==> src/hw/rtl/lcdws_pkg.sv <==
package lcdws_pkg;

    // configuration register indexes
    localparam logic [1:0] CFG_FOUR_BIT = 2'd0;
    localparam logic [1:0] CFG_SETUP    = 2'd1;
    localparam logic [1:0] CFG_HOLD     = 2'd2;

    // bus level while released for the busy poll
    localparam logic [7:0] BUS_RELEASED = 8'hff;

    // number of fifo entries between front and back
    localparam int QUEUE_DEPTH = 2;

    typedef enum logic [1:0] {
        PH_IDLE,
        PH_POLL,
        PH_SETUP,
        PH_HOLD
    } t_phase;

    typedef enum logic {
        OP_TICK,
        OP_REQ
    } t_op;

    // classified input word
    typedef struct packed {
        t_op        op;
        logic       sel;
        logic [7:0] val;
        logic       busy;
    } t_word;

    typedef struct packed {
        logic       four_bit;
        logic [7:0] setup_ticks;
        logic [7:0] hold_ticks;
    } t_cfg;

    typedef struct packed {
        t_phase     phase;
        logic [7:0] count;
        logic       second;
    } t_seq;

    typedef struct packed {
        logic       rs;
        logic       rw;
        logic       en;
        logic [7:0] bus;
        logic       drive;
        logic       ready_res;
        logic       rejected;
    } t_result;

    // walk through phases whose count already meets the limit
    // (at most setup, hold, setup, hold in one word)
    function automatic t_seq seq_settle(t_seq s, t_cfg c);
        t_seq r;
        r = s;
        for (int k = 0; k < 4; k++) begin
            if (r.phase == PH_SETUP && r.count >= c.setup_ticks) begin
                r.phase = PH_HOLD;
                r.count = '0;
            end else if (r.phase == PH_HOLD && r.count >= c.hold_ticks) begin
                r.count = '0;
                if (c.four_bit && !r.second) begin
                    r.second = 1'b1;
                    r.phase  = PH_SETUP;
                end else begin
                    r.phase = PH_IDLE;
                end
            end
        end
        return r;
    endfunction

endpackage

==> src/hw/rtl/lcdws_front.sv <==
module lcdws_front (
    input  logic             i_clk,
    input  logic             i_rst_n,
    input  logic             i_valid,
    output logic             o_ready,
    input  logic             i_kind,
    input  logic             i_is_data,
    input  logic [7:0]       i_value,
    input  logic             i_busy_in,
    output logic             o_push,
    output lcdws_pkg::t_word o_word,
    input  logic             i_q_ready
);
    import lcdws_pkg::*;

    logic  r_valid;
    logic  n_valid;
    t_word r_word;
    logic  accept;

    // take a word when the stage is empty or drains this cycle
    assign o_ready = !r_valid || i_q_ready;
    assign accept  = i_valid && o_ready;

    always_comb begin
        n_valid = r_valid;
        if (accept) begin
            n_valid = 1'b1;
        end else if (i_q_ready) begin
            n_valid = 1'b0;
        end
    end

    always_ff @(posedge i_clk) begin
        if (!i_rst_n) begin
            r_valid <= 1'b0;
        end else begin
            r_valid <= n_valid;
        end
    end

    // classify the word: tick or write request
    always_ff @(posedge i_clk) begin
        if (accept) begin
            r_word.op   <= i_kind ? OP_REQ : OP_TICK;
            r_word.sel  <= i_is_data;
            r_word.val  <= i_value;
            r_word.busy <= i_busy_in;
        end
    end

    assign o_push = r_valid;
    assign o_word = r_word;

endmodule

==> src/hw/rtl/lcdws_queue.sv <==
module lcdws_queue (
    input  logic             i_clk,
    input  logic             i_rst_n,
    input  logic             i_push,
    input  lcdws_pkg::t_word i_word,
    output logic             o_ready,
    output logic             o_valid,
    output lcdws_pkg::t_word o_word,
    input  logic             i_pop
);
    import lcdws_pkg::*;

    localparam int PtrW = $clog2(QUEUE_DEPTH);
    localparam int CntW = $clog2(QUEUE_DEPTH + 1);

    t_word            r_mem [QUEUE_DEPTH];
    logic [PtrW-1:0]  r_wptr;
    logic [PtrW-1:0]  r_rptr;
    logic [CntW-1:0]  r_count;
    logic             do_push;
    logic             do_pop;

    assign o_ready = r_count != CntW'(QUEUE_DEPTH);
    assign o_valid = r_count != '0;
    assign o_word  = r_mem[r_rptr];
    assign do_push = i_push && o_ready;
    assign do_pop  = i_pop && o_valid;

    // pointers and fill count
    always_ff @(posedge i_clk) begin
        if (!i_rst_n) begin
            r_wptr  <= '0;
            r_rptr  <= '0;
            r_count <= '0;
        end else begin
            if (do_push) begin
                r_wptr <= (r_wptr == PtrW'(QUEUE_DEPTH - 1)) ? '0 : r_wptr + 1'b1;
            end
            if (do_pop) begin
                r_rptr <= (r_rptr == PtrW'(QUEUE_DEPTH - 1)) ? '0 : r_rptr + 1'b1;
            end
            if (do_push && !do_pop) begin
                r_count <= r_count + 1'b1;
            end else if (do_pop && !do_push) begin
                r_count <= r_count - 1'b1;
            end
        end
    end

    // entry storage
    always_ff @(posedge i_clk) begin
        if (do_push) begin
            r_mem[r_wptr] <= i_word;
        end
    end

endmodule

==> src/hw/rtl/lcdws_back.sv <==
module lcdws_back (
    input  logic                 i_clk,
    input  logic                 i_rst_n,
    input  logic                 i_cfg_we,
    input  logic [1:0]           i_cfg_idx,
    input  logic [7:0]           i_cfg_data,
    input  logic                 i_q_valid,
    input  lcdws_pkg::t_word     i_word,
    output logic                 o_pop,
    output logic                 o_valid,
    input  logic                 i_ready,
    output lcdws_pkg::t_result   o_result
);
    import lcdws_pkg::*;

    t_cfg       r_cfg;
    t_phase     r_phase;
    t_phase     n_phase;
    logic [7:0] r_count;
    logic [7:0] n_count;
    logic       r_second;
    logic       n_second;
    logic [7:0] r_byte;
    logic [7:0] n_byte;
    logic       r_sel;
    logic       n_sel;
    logic       r_out_valid;
    t_result    r_out;
    t_result    n_out;
    t_seq       seq_in;
    t_seq       seq_out;
    logic       take;
    logic       rej;

    // configuration registers
    always_ff @(posedge i_clk) begin
        if (!i_rst_n) begin
            r_cfg.four_bit    <= 1'b0;
            r_cfg.setup_ticks <= 8'd1;
            r_cfg.hold_ticks  <= 8'd5;
        end else if (i_cfg_we) begin
            unique case (i_cfg_idx)
                CFG_FOUR_BIT: r_cfg.four_bit    <= i_cfg_data[0];
                CFG_SETUP:    r_cfg.setup_ticks <= i_cfg_data;
                CFG_HOLD:     r_cfg.hold_ticks  <= i_cfg_data;
                default:      ;
            endcase
        end
    end

    // one word per cycle whenever the queue holds a word and the result register frees up
    assign take  = i_q_valid && (!r_out_valid || i_ready);
    assign o_pop = take;

    // next sequencer state and result
    always_comb begin
        n_phase  = r_phase;
        n_count  = r_count;
        n_second = r_second;
        n_byte   = r_byte;
        n_sel    = r_sel;
        rej      = 1'b0;
        seq_in   = '{phase: r_phase, count: r_count, second: r_second};

        if (i_word.op == OP_REQ) begin
            if (r_phase == PH_IDLE) begin
                n_byte   = i_word.val;
                n_sel    = i_word.sel;
                n_second = 1'b0;
                n_count  = '0;
                n_phase  = PH_POLL;
            end else begin
                rej = 1'b1;
            end
        end else begin
            unique case (r_phase)
                PH_POLL: begin
                    if (!i_word.busy) begin
                        seq_in.phase = PH_SETUP;
                        seq_in.count = '0;
                    end
                end
                PH_SETUP, PH_HOLD: begin
                    if (r_count != 8'hff) begin
                        seq_in.count = r_count + 8'd1;
                    end
                end
                PH_IDLE: ;
            endcase
        end
        seq_out = seq_settle(seq_in, r_cfg);
        if (i_word.op == OP_TICK) begin
            n_phase  = seq_out.phase;
            n_count  = seq_out.count;
            n_second = seq_out.second;
        end

        // pin levels after this word
        if (n_phase == PH_POLL) begin
            n_out.rs    = 1'b0;
            n_out.rw    = 1'b1;
            n_out.en    = 1'b1;
            n_out.bus   = BUS_RELEASED;
            n_out.drive = 1'b0;
        end else begin
            n_out.rs    = n_sel;
            n_out.rw    = 1'b0;
            n_out.en    = n_phase == PH_HOLD;
            n_out.bus   = n_second ? {n_byte[3:0], 4'h0} : n_byte;
            n_out.drive = 1'b1;
        end
        n_out.ready_res = n_phase == PH_IDLE;
        n_out.rejected  = rej;
    end

    // sequencer state
    always_ff @(posedge i_clk) begin
        if (!i_rst_n) begin
            r_phase  <= PH_IDLE;
            r_count  <= '0;
            r_second <= 1'b0;
            r_byte   <= '0;
            r_sel    <= 1'b0;
        end else if (take) begin
            r_phase  <= n_phase;
            r_count  <= n_count;
            r_second <= n_second;
            r_byte   <= n_byte;
            r_sel    <= n_sel;
        end
    end

    // result register
    always_ff @(posedge i_clk) begin
        if (!i_rst_n) begin
            r_out_valid <= 1'b0;
        end else if (take) begin
            r_out_valid <= 1'b1;
        end else if (i_ready) begin
            r_out_valid <= 1'b0;
        end
    end

    always_ff @(posedge i_clk) begin
        if (take) begin
            r_out <= n_out;
        end
    end

    assign o_valid  = r_out_valid;
    assign o_result = r_out;

endmodule

==> src/hw/rtl/char_lcd_write_sequencer.sv <==
// Character LCD write sequencer for a parallel-bus panel controller.
// Input channel (i_valid/o_ready) carries one word per tick or request:
// i_kind 0 is one time tick, 1 is a write request with i_is_data (RS) and
// i_value. i_busy_in is the panel D7 level sampled on poll ticks.
// Output channel (o_valid/i_ready) returns exactly one word per input word
// with the pin levels after it (RS, RW, E, data bus, drive enable), a ready
// flag when the sequencer is idle and a rejected flag for requests made
// while busy.
// From input accept to result valid a word passes the front register, the
// queue and the result register. Throughput: one word per cycle while the
// receiver does not stall, set by the back end updating its state per word.
// Configuration is written through i_cfg_we/i_cfg_idx/i_cfg_data with the
// block idle; index 0 four-bit mode, 1 setup ticks, 2 hold ticks.
// Reset (synchronous, active low) empties the queue, clears the result
// valid flag, returns to idle with RS 0 and bus 0 driven, and restores the
// register defaults. When the receiver stalls, the result holds, the
// two-entry queue fills and then o_ready drops.
module char_lcd_write_sequencer (
    input  logic       i_clk,
    input  logic       i_rst_n,
    input  logic       i_cfg_we,
    input  logic [1:0] i_cfg_idx,
    input  logic [7:0] i_cfg_data,
    input  logic       i_valid,
    output logic       o_ready,
    input  logic       i_kind,
    input  logic       i_is_data,
    input  logic [7:0] i_value,
    input  logic       i_busy_in,
    output logic       o_valid,
    input  logic       i_ready,
    output logic       o_rs_out,
    output logic       o_rw_out,
    output logic       o_enable_out,
    output logic [7:0] o_bus_out,
    output logic       o_bus_drive,
    output logic       o_ready_res,
    output logic       o_rejected
);
    import lcdws_pkg::*;

    logic    front_push;
    t_word   front_word;
    logic    q_ready;
    logic    q_valid;
    t_word   q_word;
    logic    q_pop;
    t_result result;

    // accept and classify
    lcdws_front u_front (
        .i_clk     (i_clk),
        .i_rst_n   (i_rst_n),
        .i_valid   (i_valid),
        .o_ready   (o_ready),
        .i_kind    (i_kind),
        .i_is_data (i_is_data),
        .i_value   (i_value),
        .i_busy_in (i_busy_in),
        .o_push    (front_push),
        .o_word    (front_word),
        .i_q_ready (q_ready)
    );

    // decoupling queue
    lcdws_queue u_queue (
        .i_clk   (i_clk),
        .i_rst_n (i_rst_n),
        .i_push  (front_push),
        .i_word  (front_word),
        .o_ready (q_ready),
        .o_valid (q_valid),
        .o_word  (q_word),
        .i_pop   (q_pop)
    );

    // bus sequencer and result register
    lcdws_back u_back (
        .i_clk      (i_clk),
        .i_rst_n    (i_rst_n),
        .i_cfg_we   (i_cfg_we),
        .i_cfg_idx  (i_cfg_idx),
        .i_cfg_data (i_cfg_data),
        .i_q_valid  (q_valid),
        .i_word     (q_word),
        .o_pop      (q_pop),
        .o_valid    (o_valid),
        .i_ready    (i_ready),
        .o_result   (result)
    );

    assign o_rs_out     = result.rs;
    assign o_rw_out     = result.rw;
    assign o_enable_out = result.en;
    assign o_bus_out    = result.bus;
    assign o_bus_drive  = result.drive;
    assign o_ready_res  = result.ready_res;
    assign o_rejected   = result.rejected;

endmodule

==> config.mk <==
export PLATFORM = sky130hd
export DESIGN_NAME = char_lcd_write_sequencer
export DESIGN_NICKNAME = d
export VERILOG_FILES = /design/src/hw/rtl/lcdws_pkg.sv /design/src/hw/rtl/lcdws_front.sv /design/src/hw/rtl/lcdws_queue.sv /design/src/hw/rtl/lcdws_back.sv /design/src/hw/rtl/char_lcd_write_sequencer.sv
export SDC_FILE = /design/constraint.sdc
export NUM_CORES = 1
export LEC_CHECK = 0
export BUFFER_PORTS_ARGS = -buffer_cell sky130_fd_sc_hd__buf_2
export CORE_ASPECT_RATIO = 1.4
export CORE_MARGIN = 3
export CORE_UTILIZATION = 50
export DETAILED_ROUTE_END_ITERATION = 7
export PLACE_DENSITY_LB_ADDON = 0.12
export SLEW_MARGIN = 40
export SYNTH_ARGS = -nofsm -noshare
export SYNTH_HDL_FRONTEND = slang
export SYNTH_SLANG_ARGS = --single-unit
==> constraint.sdc <==
create_clock -name i_clk -period 9.3 [get_ports i_clk]
set_input_delay 0.93 -clock i_clk [delete_from_list [all_inputs] [get_ports i_clk]]
set_output_delay 0.93 -clock i_clk [all_outputs]
set_load 0.03 [all_outputs]
After elaboration in Yosys (flattened, before gate mapping)
Memories as Yosys holds them, arrays and structs flattened. A register that Yosys moved wholly into a read port is not among the register bits.
Index checks and enable logic that the tools add are counted.

word-level totals
  flip-flop bits (word level) = 68
  ROM bits = 0
  logic and storage cells = 147
  output and inout bits = 16
  memories = 1
  RAM bits = 22
  bits in latches = 0
  input bits = 26

memories
  memory         depth  bits a word  rd ports  clocked after memory_dff  wr ports  line               source
  u_queue.r_mem  2      11           1         1                         1         lcdws_queue.sv:16  t_word r_mem [QUEUE_DEPTH];

operators by class
  bitwise logic cells = 0
  multiply operators = 0
  shift operators = 0
  $add $sub $neg = 5
  $lt $le $gt $ge = 8
  muxes and demuxes = 51
  div/mod/pow operators = 0
  reductions and logical operators = 40
  equality and inequality tests = 18

operators with widths
  kind                   count
  $ge A8 B8 Y1           8
  $mux W10               6
  $mux W11               5
  $mux W8                6
  $eq A2 B2 Y1 const B   12
  $mux W1                24
  $logic_and A1 B1 Y1    18
  $mux W2                9
  $pmux W8 S2            1
  $add A8 B1 Y8 const B  1
  $logic_not A1 Y1       8
  $ne A8 B8 Y1 const B   1
  $reduce_and A2 Y1      4
  $reduce_bool A2 Y1     4
  $eq A2 B1 Y1 const B   3
  $logic_not A2 Y1       3
  $ne A2 B2 Y1 const B   2
  $add A1 B1 Y1 const B  2
  $add A2 B1 Y2 const B  1
  $logic_or A1 B1 Y1     2
  $reduce_or A2 Y1       1
  $sub A2 B1 Y2 const B  1

Logic depth before layout (Yosys ltp)
Gate-level depths: netlist (run 1).

  depth after elaboration = 26
  mapped depth = 43
  gate-level depth less buffers = 41

Modules after synthesis
From an unflattened synthesis (run 1), not the netlist that was laid out.

unflattened totals
  cell total of the unflattened synthesis = 570
  area, all modules = 5785.5 µm²

by module, submodules not included
  module       cells an instance  times used  seq. area each (µm²)  area an instance (µm²)
  lcdws_back   496                1           1181.1                4365.4
  lcdws_queue  58                 1           760.7                 1032.2
  lcdws_front  16                 1           350.3                 387.9

Worst setup path before layout (run 1)
No wires, ideal clock.

  path type = register to register
  from = register with a tool-made name
  to = register u_back.r_count[0]
  arrival time = 7.930 ns
  path slack = 1.310 ns
  clock period less this slack = 7.990 ns
  setup time = 0.060 ns
  cell stages (with the launch flop) = 41
  data required time = 9.240 ns
  path buffers = 2
  path through = dfxtp_1 -> buf_2 -> clkbuf_1 -> mux2i_1 -> nand2_1 -> nand2_1 -> nand2_1 -> nand2_1 -> o21ai_0 -> inv_1 -> ha_1 -> nand2b_4 -> a211oi_2 -> nor3_1 -> o41ai_4 -> nand3_1 -> ha_1 -> nand2b_4 -> [... 5 more ...] -> ha_1 -> a21o_1 -> a2111oi_0 -> o21ai_1 -> nand2_1 -> o221ai_2 -> o21ai_1 -> o21bai_4 -> nand2b_1 -> ha_1 -> nand2b_1 -> a211oi_1 -> o21ai_0 -> a211o_1 -> o21ai_0 -> nor3_2 -> nor4_4 -> a22o_1

RTL lines
  what                  line               source
  end signal, assigned  lcdws_back.sv:126  r_count <= n_count;
  end, declared         lcdws_back.sv:19   logic [7:0] r_count;

==> impl_metrics.py, run 1 <==
metrics = {
    "placed_design": {
        "dp_hpwl_mm": 10.5,
        "io_buffers": 41,
        "place.gp.congestion": 0.944,
        "placed_area_mm2": 0.00596,
        "dp_slack_ns": 0.310,
    },
    "cts": {
        "clk_pin_slew_ns": 0.06,
        "clockBufferDepth": 2,
        "cts-hold-fix-buffers": 0,
        "cts_buffers": 9,
        "cts-root-buf": "clkbuf_16",
        "clock_sinks": 91,
        "clk_latency_ns": 0.34,
        "tritoncts": "yes",
        "htreeDepth": 3,
    },
    "die": {
        "rows": 44,
        "die_x_um": 95.0,
        "fp.dieH_um": 131,
        "io_pins": 42,
        "dieArea_mm2": 0.0124,
        "coreArea_mm2": 0.0106,
        "start_util_pct": 52.4,
    },
    "timing": {
        "hold_viol_final": 0,
        "finalCritPeriodShare_pct": 92.8,
        "period_needed_ns": 8.63,
        "setup_slack_ns": 0.668,
        "slew_headroom_pct": 55.4,
        "rsz0062_at_grt": "no",
        "setup-tns-final_ns": 0,
        "report.final.slew_viol_count": 0,
        "setup_viol": 0,
        "clock_skew_ns": 0.00970,
        "max_freq_mhz": 116,
        "tightest_slew_ns": 0.668,
    },
    "synth": {
        "syn_avg_cell_area_um2": 9.84,
        "synth_area_leader_cell": "edfxtp_1",
        "netlist_instances": 563,
        "synth_ff_type": "edfxtp_1",
        "synthTopCellsByArea": "edfxtp_1 (25%), dfxtp_1 (16%), ha_1 (15%), mux2i_1 (5.6%), nor2_1 (4.7%)",
        "yosysTopAreaCellShare_pct": 25.5,
        "ys_types": 64,
        "synth.yosys.warnings": 0,
        "seq_area_frac_synth_pct": 41.4,
        "syn_area_mm2": 0.00554,
        "async_reset_ff_share_pct": 0,
        "ys_ff_latch": 91,
        "synth_nets": 655,
        "synth-edff-count": 47,
    },
    "pwr": {
        "power_mw": 1.30,
        "p_leak_nw": 2.72,
        "vdd_drop_max_v": 0.000163,
        "power_density_mw_per_mm2": 206,
    },
    "routing": {
        "routedWlPerCell_um": 17.3,
        "drt_iter0_drc": 126,
        "ant_nets": 0,
        "dr.pass1.iters": 4,
        "totalWireLength_mm": 13.1,
        "vias": 4332,
        "viasPerCell": 5.72,
        "drc": 0,
    },
    "setup_path": {
        "critPathArrivalTime_ns": 8.91,
        "r2r_slack_ns": 0.67,
        "worstSetupPathType": "reg2reg",
        "critPathMaxFanout": 10,
        "worstSetupEndpointType": "flip-flop",
        "cpMostUsedCell": "ha_1",
        "r2r_cells": 39,
        "r2r-end": "u_back.r_count[6]",
        "critical_path_required_ns": 9.57,
        "slowest_delay_ns": 0.47,
        "cp-start-kind": "flip-flop",
        "crit_slowest_cell": "dfxtp_2",
        "crit_end": "u_back.r_count[6]",
    },
    "grt": {
        "grtUsageTotal_pct": 22.4,
        "grt_pass1_vias": 4228,
        "grt_pass1_wl_mm": 20.8,
        "grt_overflow_total": 0,
        "grt_max_degree": 26,
        "antenna_found_initial": 1,
    },
    "final_layout": {
        "final_area_mm2": 0.00630,
        "nets": 706,
        "n_fill_cell": 941,
        "utilization_pct": 59.6,
        "drive_gt1_share_pct": 16.3,
        "area_delta_synth_final_pct": 13.7,
        "antenna_cells": 0,
    },
    "job": {
        "max-cap-violations": 0,
    },
    "min_path": {
        "hold_path_class": "reg2reg",
        "hold_start": "u_front.o_word[5]",
    },
    "run_status": {
        "status": "finished clean",
    },
}
power breakdown:
part / switching (mW) / internal, mW / leakage, nW / total, mW
Clock: 0.146 / 0.215 / 0.144 / 0.361
Combinational: 0.264 / 0.132 / 1.78 / 0.396
Sequential: 0.0366 / 0.504 / 0.799 / 0.541
how the worst min path moves through the flow:
| stage | end | cells past startpoint |
|---|---|---|
| floorplan | u_queue.r_mem[0][0] | 0 |
| global placement | u_queue.r_mem[0][6] | 0 |
| detailed placement | u_queue.r_mem[1][0] | 0 |
| CTS | u_queue.r_mem[1][0] | 0 |
| global route | u_queue.r_mem[0][10] | 0 |
| finish | u_queue.r_mem[1][5] | 0 |
state kept, by name, indices dropped and copies added (netlist names), named ones only:
register	count
u_queue.r_mem	22
u_back.r_cfg	17
u_back.o_result	14
u_front.o_word	11
u_back.r_byte	8
u_back.r_count	8
u_back.r_phase	2
u_queue.r_count	2
u_back.o_valid	1
u_back.r_second	1
u_back.r_sel	1
u_front.o_push	1
u_queue.r_rptr	1
u_queue.r_wptr	1
kinds of logic after synthesis:
| group | Yosys count | synth area share [%] |
|---|---|---|
| AO/OA/AOI/OAI | 145 | 18.3 |
| XOR/XNOR | 3 | 0.474 |
| adder cells (fa/ha/maj) | 66 | 14.9 |
| buffers and inverters | 46 | 3.14 |
| flip-flops | 91 | 41.4 |
| multiplexers | 32 | 5.80 |
| AND/OR/NAND/NOR | 180 | 16.0 |
area by class of cell:
| type | count | area [µm²] | area share (%) |
|---|---|---|---|
| Timing Repair Buffer | 56 | 318 | 5.05 |
| Clock buffer | 14 | 287 | 4.55 |
| Inverter | 30 | 113 | 1.79 |
| Multi-Input combinational cell | 426 | 3100 | 49.2 |
| Clock inverter | 2 | 16.3 | 0.258 |
| Sequential cell | 91 | 2290 | 36.4 |
| Tap cell | 138 | 173 | 2.74 |
Yosys cell counts (all sizes together), types with 5 or more instances:
cell and number:
nand2 31, nor3 14, and2 5, inv 30, o21a 7, a21o 6, nand3 13, ha 66
a22o 9, clkbuf 15, nor2b 13, mux2i 31, nor2 70, o21ai 40, a21oi 45, dfxtp 44
nand2b 13, edfxtp 47
through the flow:
step	hold WS, ns	instances
detailed placement	0.439	739
global route	0.467	757
floorplan	0.421	563
finish	0.451	757
CTS	0.449	755
global placement	0.425	739
layer usage:
metal | routed length (µm) | up-vias | global-route usage, % | share of wire, %
li1 | - | 2157 | - | -
met1 | 5000 | 2055 | 23.3 | 38
met2 | 7040 | 77 | 41.4 | 54
met3 | 409 | 41 | 4.35 | 3.1
met4 | 660 | 2 | 12.4 | 5.0
met5 | 13 | - | 0 | 0.099
cell usage in the layout (no fill, tap or decap), types with 9 or more instances in the layout:
cell	netlist	routed
a22o_1	9	9
nor2b_1	13	13
edfxtp_1	47	47
nor3_1	13	13
nand2_1	31	31
clkbuf_16	0	11
inv_1	29	29
buf_2	1	41
nor2_1	70	66
dfxtp_1	44	43
nand2b_1	11	11
mux2i_1	31	31
o21ai_0	32	32
nand3_1	13	13
buf_4	0	15
ha_1	66	66
a21oi_1	43	43
critical path: cells and delay by family (launching register included):
kind | cells | cell delay [ns]
AO/OA/AOI/OAI | 18 | 3.86
AND/OR/NAND/NOR | 11 | 2.00
adder cells (fa/ha/maj) | 4 | 1.08
multiplexers | 3 | 0.68
buffers and inverters | 3 | 0.47
flip-flops | 1 | 0.47
what timing repair did:
action,in CTS,in global routing
setup buffers,0,2
setup endpoints to repair,0,21
hold endpoints to repair,0,0
gates resized for setup,0,7
Power figures use the tool's default switching activity.
==> run 2: changes to the inputs <==
--- a/config.mk
+++ b/config.mk
@@ -6,10 +6,10 @@
 export NUM_CORES = 1
 export LEC_CHECK = 0
 export BUFFER_PORTS_ARGS = -buffer_cell sky130_fd_sc_hd__buf_2
-export CORE_ASPECT_RATIO = 1.4
 export CORE_MARGIN = 3
-export CORE_UTILIZATION = 50
+export CORE_UTILIZATION = 61
 export DETAILED_ROUTE_END_ITERATION = 7
+export GPL_TIMING_DRIVEN = 1
 export PLACE_DENSITY_LB_ADDON = 0.12
 export SLEW_MARGIN = 40
 export SYNTH_ARGS = -nofsm -noshare
==> run 2 against run 1 <==
Compared with the run above: highest routed layer is now met4; largest cell class unchanged; critical endpoint is now u_back.o_result[8]; wire length is 0.25% higher; via count is 1.0% higher; sequential share of layout area is 0.84 points higher; critical path type unchanged; clock skew is 0.0027 ns lower; global-route usage is 4.0 points higher; setup slack worse by 0.035 ns; combinational power is 2% higher.
==> impl_metrics.py, run 2 (synthesized netlist as in run 1, its figures left out) <==
metrics = {
    "die": {
        "coreArea_mm2": 0.00876,
        "io_pins": 42,
        "rows": 34,
        "dieArea_mm2": 0.0103,
        "fp.dieH_um": 101,
        "start_util_pct": 63.2,
        "die_x_um": 101,
    },
    "setup_path": {
        "crit_slowest_cell": "mux2_2",
        "critPathMaxFanout": 12,
        "worstSetupEndpointType": "flip-flop",
        "r2r_cells": 38,
        "critPathArrivalTime_ns": 8.75,
        "cp-start-kind": "flip-flop",
        "critical_path_required_ns": 9.38,
        "slowest_delay_ns": 0.46,
        "cpMostUsedCell": "ha_1",
        "worstSetupPathType": "reg2reg",
    },
    "cts": {
        "cts-root-buf": "clkbuf_8",
        "cts_buffers": 9,
        "cts-hold-fix-buffers": 0,
        "clockBufferDepth": 2,
        "clk_latency_ns": 0.36,
        "clk_pin_slew_ns": 0.10,
        "tritoncts": "yes",
        "htreeDepth": 3,
        "clock_sinks": 91,
    },
    "timing": {
        "clock_skew_ns": 0.00700,
        "slew_headroom_pct": 58.0,
        "finalCritPeriodShare_pct": 93.2,
        "report.final.slew_viol_count": 0,
        "period_needed_ns": 8.67,
        "setup_viol": 0,
        "tightest_slew_ns": 0.629,
        "setup-tns-final_ns": 0,
        "max_freq_mhz": 115,
        "hold_viol_final": 0,
        "rsz0062_at_grt": "no",
    },
    "grt": {
        "grtUsageTotal_pct": 26.3,
        "grt_pass1_vias": 4108,
        "grt_pass1_wl_mm": 20.9,
        "antenna_found_initial": 0,
        "grt_overflow_total": 0,
        "grt_max_degree": 26,
    },
    "routing": {
        "routedWlPerCell_um": 18.0,
        "ant_nets": 0,
        "vias": 4377,
        "dr.pass1.iters": 5,
        "viasPerCell": 6.00,
        "drt_iter0_drc": 257,
        "drc": 0,
        "totalWireLength_mm": 13.2,
    },
    "placed_design": {
        "dp_hpwl_mm": 10.2,
        "dp_cells": 709,
        "io_buffers": 41,
        "place.gp.congestion": 0.944,
    },
    "final_layout": {
        "final_common_cell": "nor2_1",
        "area_delta_synth_final_pct": 11.1,
        "largest_register_ffs": 22,
        "nets": 708,
        "drive_gt1_share_pct": 16.9,
        "finalNonFillerCells": 729,
        "final_cell_mix": "nor2_1 (67), ha_1 (66), edfxtp_1 (47), a21oi_1 (43), dfxtp_1 (43)",
        "largest-register": "u_queue.r_mem",
        "antenna_cells": 0,
    },
    "job": {
        "max-cap-violations": 0,
    },
    "min_path": {
        "hold_path_class": "reg2reg",
        "min_delay_path_depth": 0,
    },
    "run_status": {
        "status": "finished clean",
    },
    "pwr": {
        "power_density_mw_per_mm2": 194,
        "vdd_drop_max_v": 0.000166,
        "power_mw": 1.19,
        "p_leak_nw": 2.67,
    },
}
==> run 2: cell count changes in the layout (fill, tap and decap cells not counted), moves of 2 or more <==
cell	delta
clkbuf_16	-11
clkbuf_8	+9
buf_4	+2
clkbuf_1	-3
==> run 2: timing repair <==
action,in CTS,in global routing
endpoints found under the setup margin,0,21
setup buffers,0,4
resized for setup,0,6
==> run 2: final cells by class <==
type                    count  area (µm²)
fillers                   705        2610
flip-flops and latches     91        2290
clock inverters             7        63.8
repair buffers             58         333
well taps                 108         135
inverters                  30         113
multi-input cells         426        3090
clock buffers               9         124
==> run 2: final timing paths <==
kind / startpoint / end / slack, ns
setup / recovery: flip-flop / u_back.o_result[8] / 0.63
hold / removal: u_front.o_word[2] / u_queue.r_mem[0][2] / 0.46
setup reg to reg: flip-flop / u_back.o_result[8] / 0.63
hold reg to reg: u_front.o_word[2] / u_queue.r_mem[0][2] / 0.46
==> run 2: report_power, final <==
group	leakage, nW	total [mW]	switching [mW]	internal (mW)
Combinational	1.78	0.403	0.270	0.134
Clock	0.0882	0.255	0.153	0.102
Sequential	0.799	0.533	0.0299	0.503
Total	2.67	1.19	0.453	0.738
==> run 2: layer usage <==
| metal | vias up | wire length [µm] | global-route usage (%) |
|---|---|---|---|
| met5 | - | 0 | 0 |
| met4 | 0 | 285 | 9.61 |
| met3 | 24 | 736 | 3.72 |
| met2 | 165 | 6080 | 42.1 |
| met1 | 2034 | 6050 | 36.6 |
| li1 | 2154 | - | - |
==> run 2: critical path, delay by kind of cell (launching register included) <==
family                     cells  cell delay, ns
AOI/OAI and AO/OA             19            4.03
and+or+nand+nor               10            1.87
adders and majority gates      4            1.11
muxes                          3            0.64
DFF                            1            0.40
buffers and inverters          2            0.28
==> run 2: metrics by stage <==
step / cell area, µm² / hold slack [ns] / setup WS [ns] / util (%)
after global routing: 6160 / 0.471 / 0.0699 / 70.2
after floorplan: 5540 / 0.421 / 1.31 / -
final: 6160 / 0.457 / 0.633 / 70.2
after global placement: 5920 / 0.423 / 0.448 / 67.5
after CTS: 6110 / 0.459 / 0.280 / 69.7
after detailed placement: 5920 / 0.435 / 0.312 / 67.6
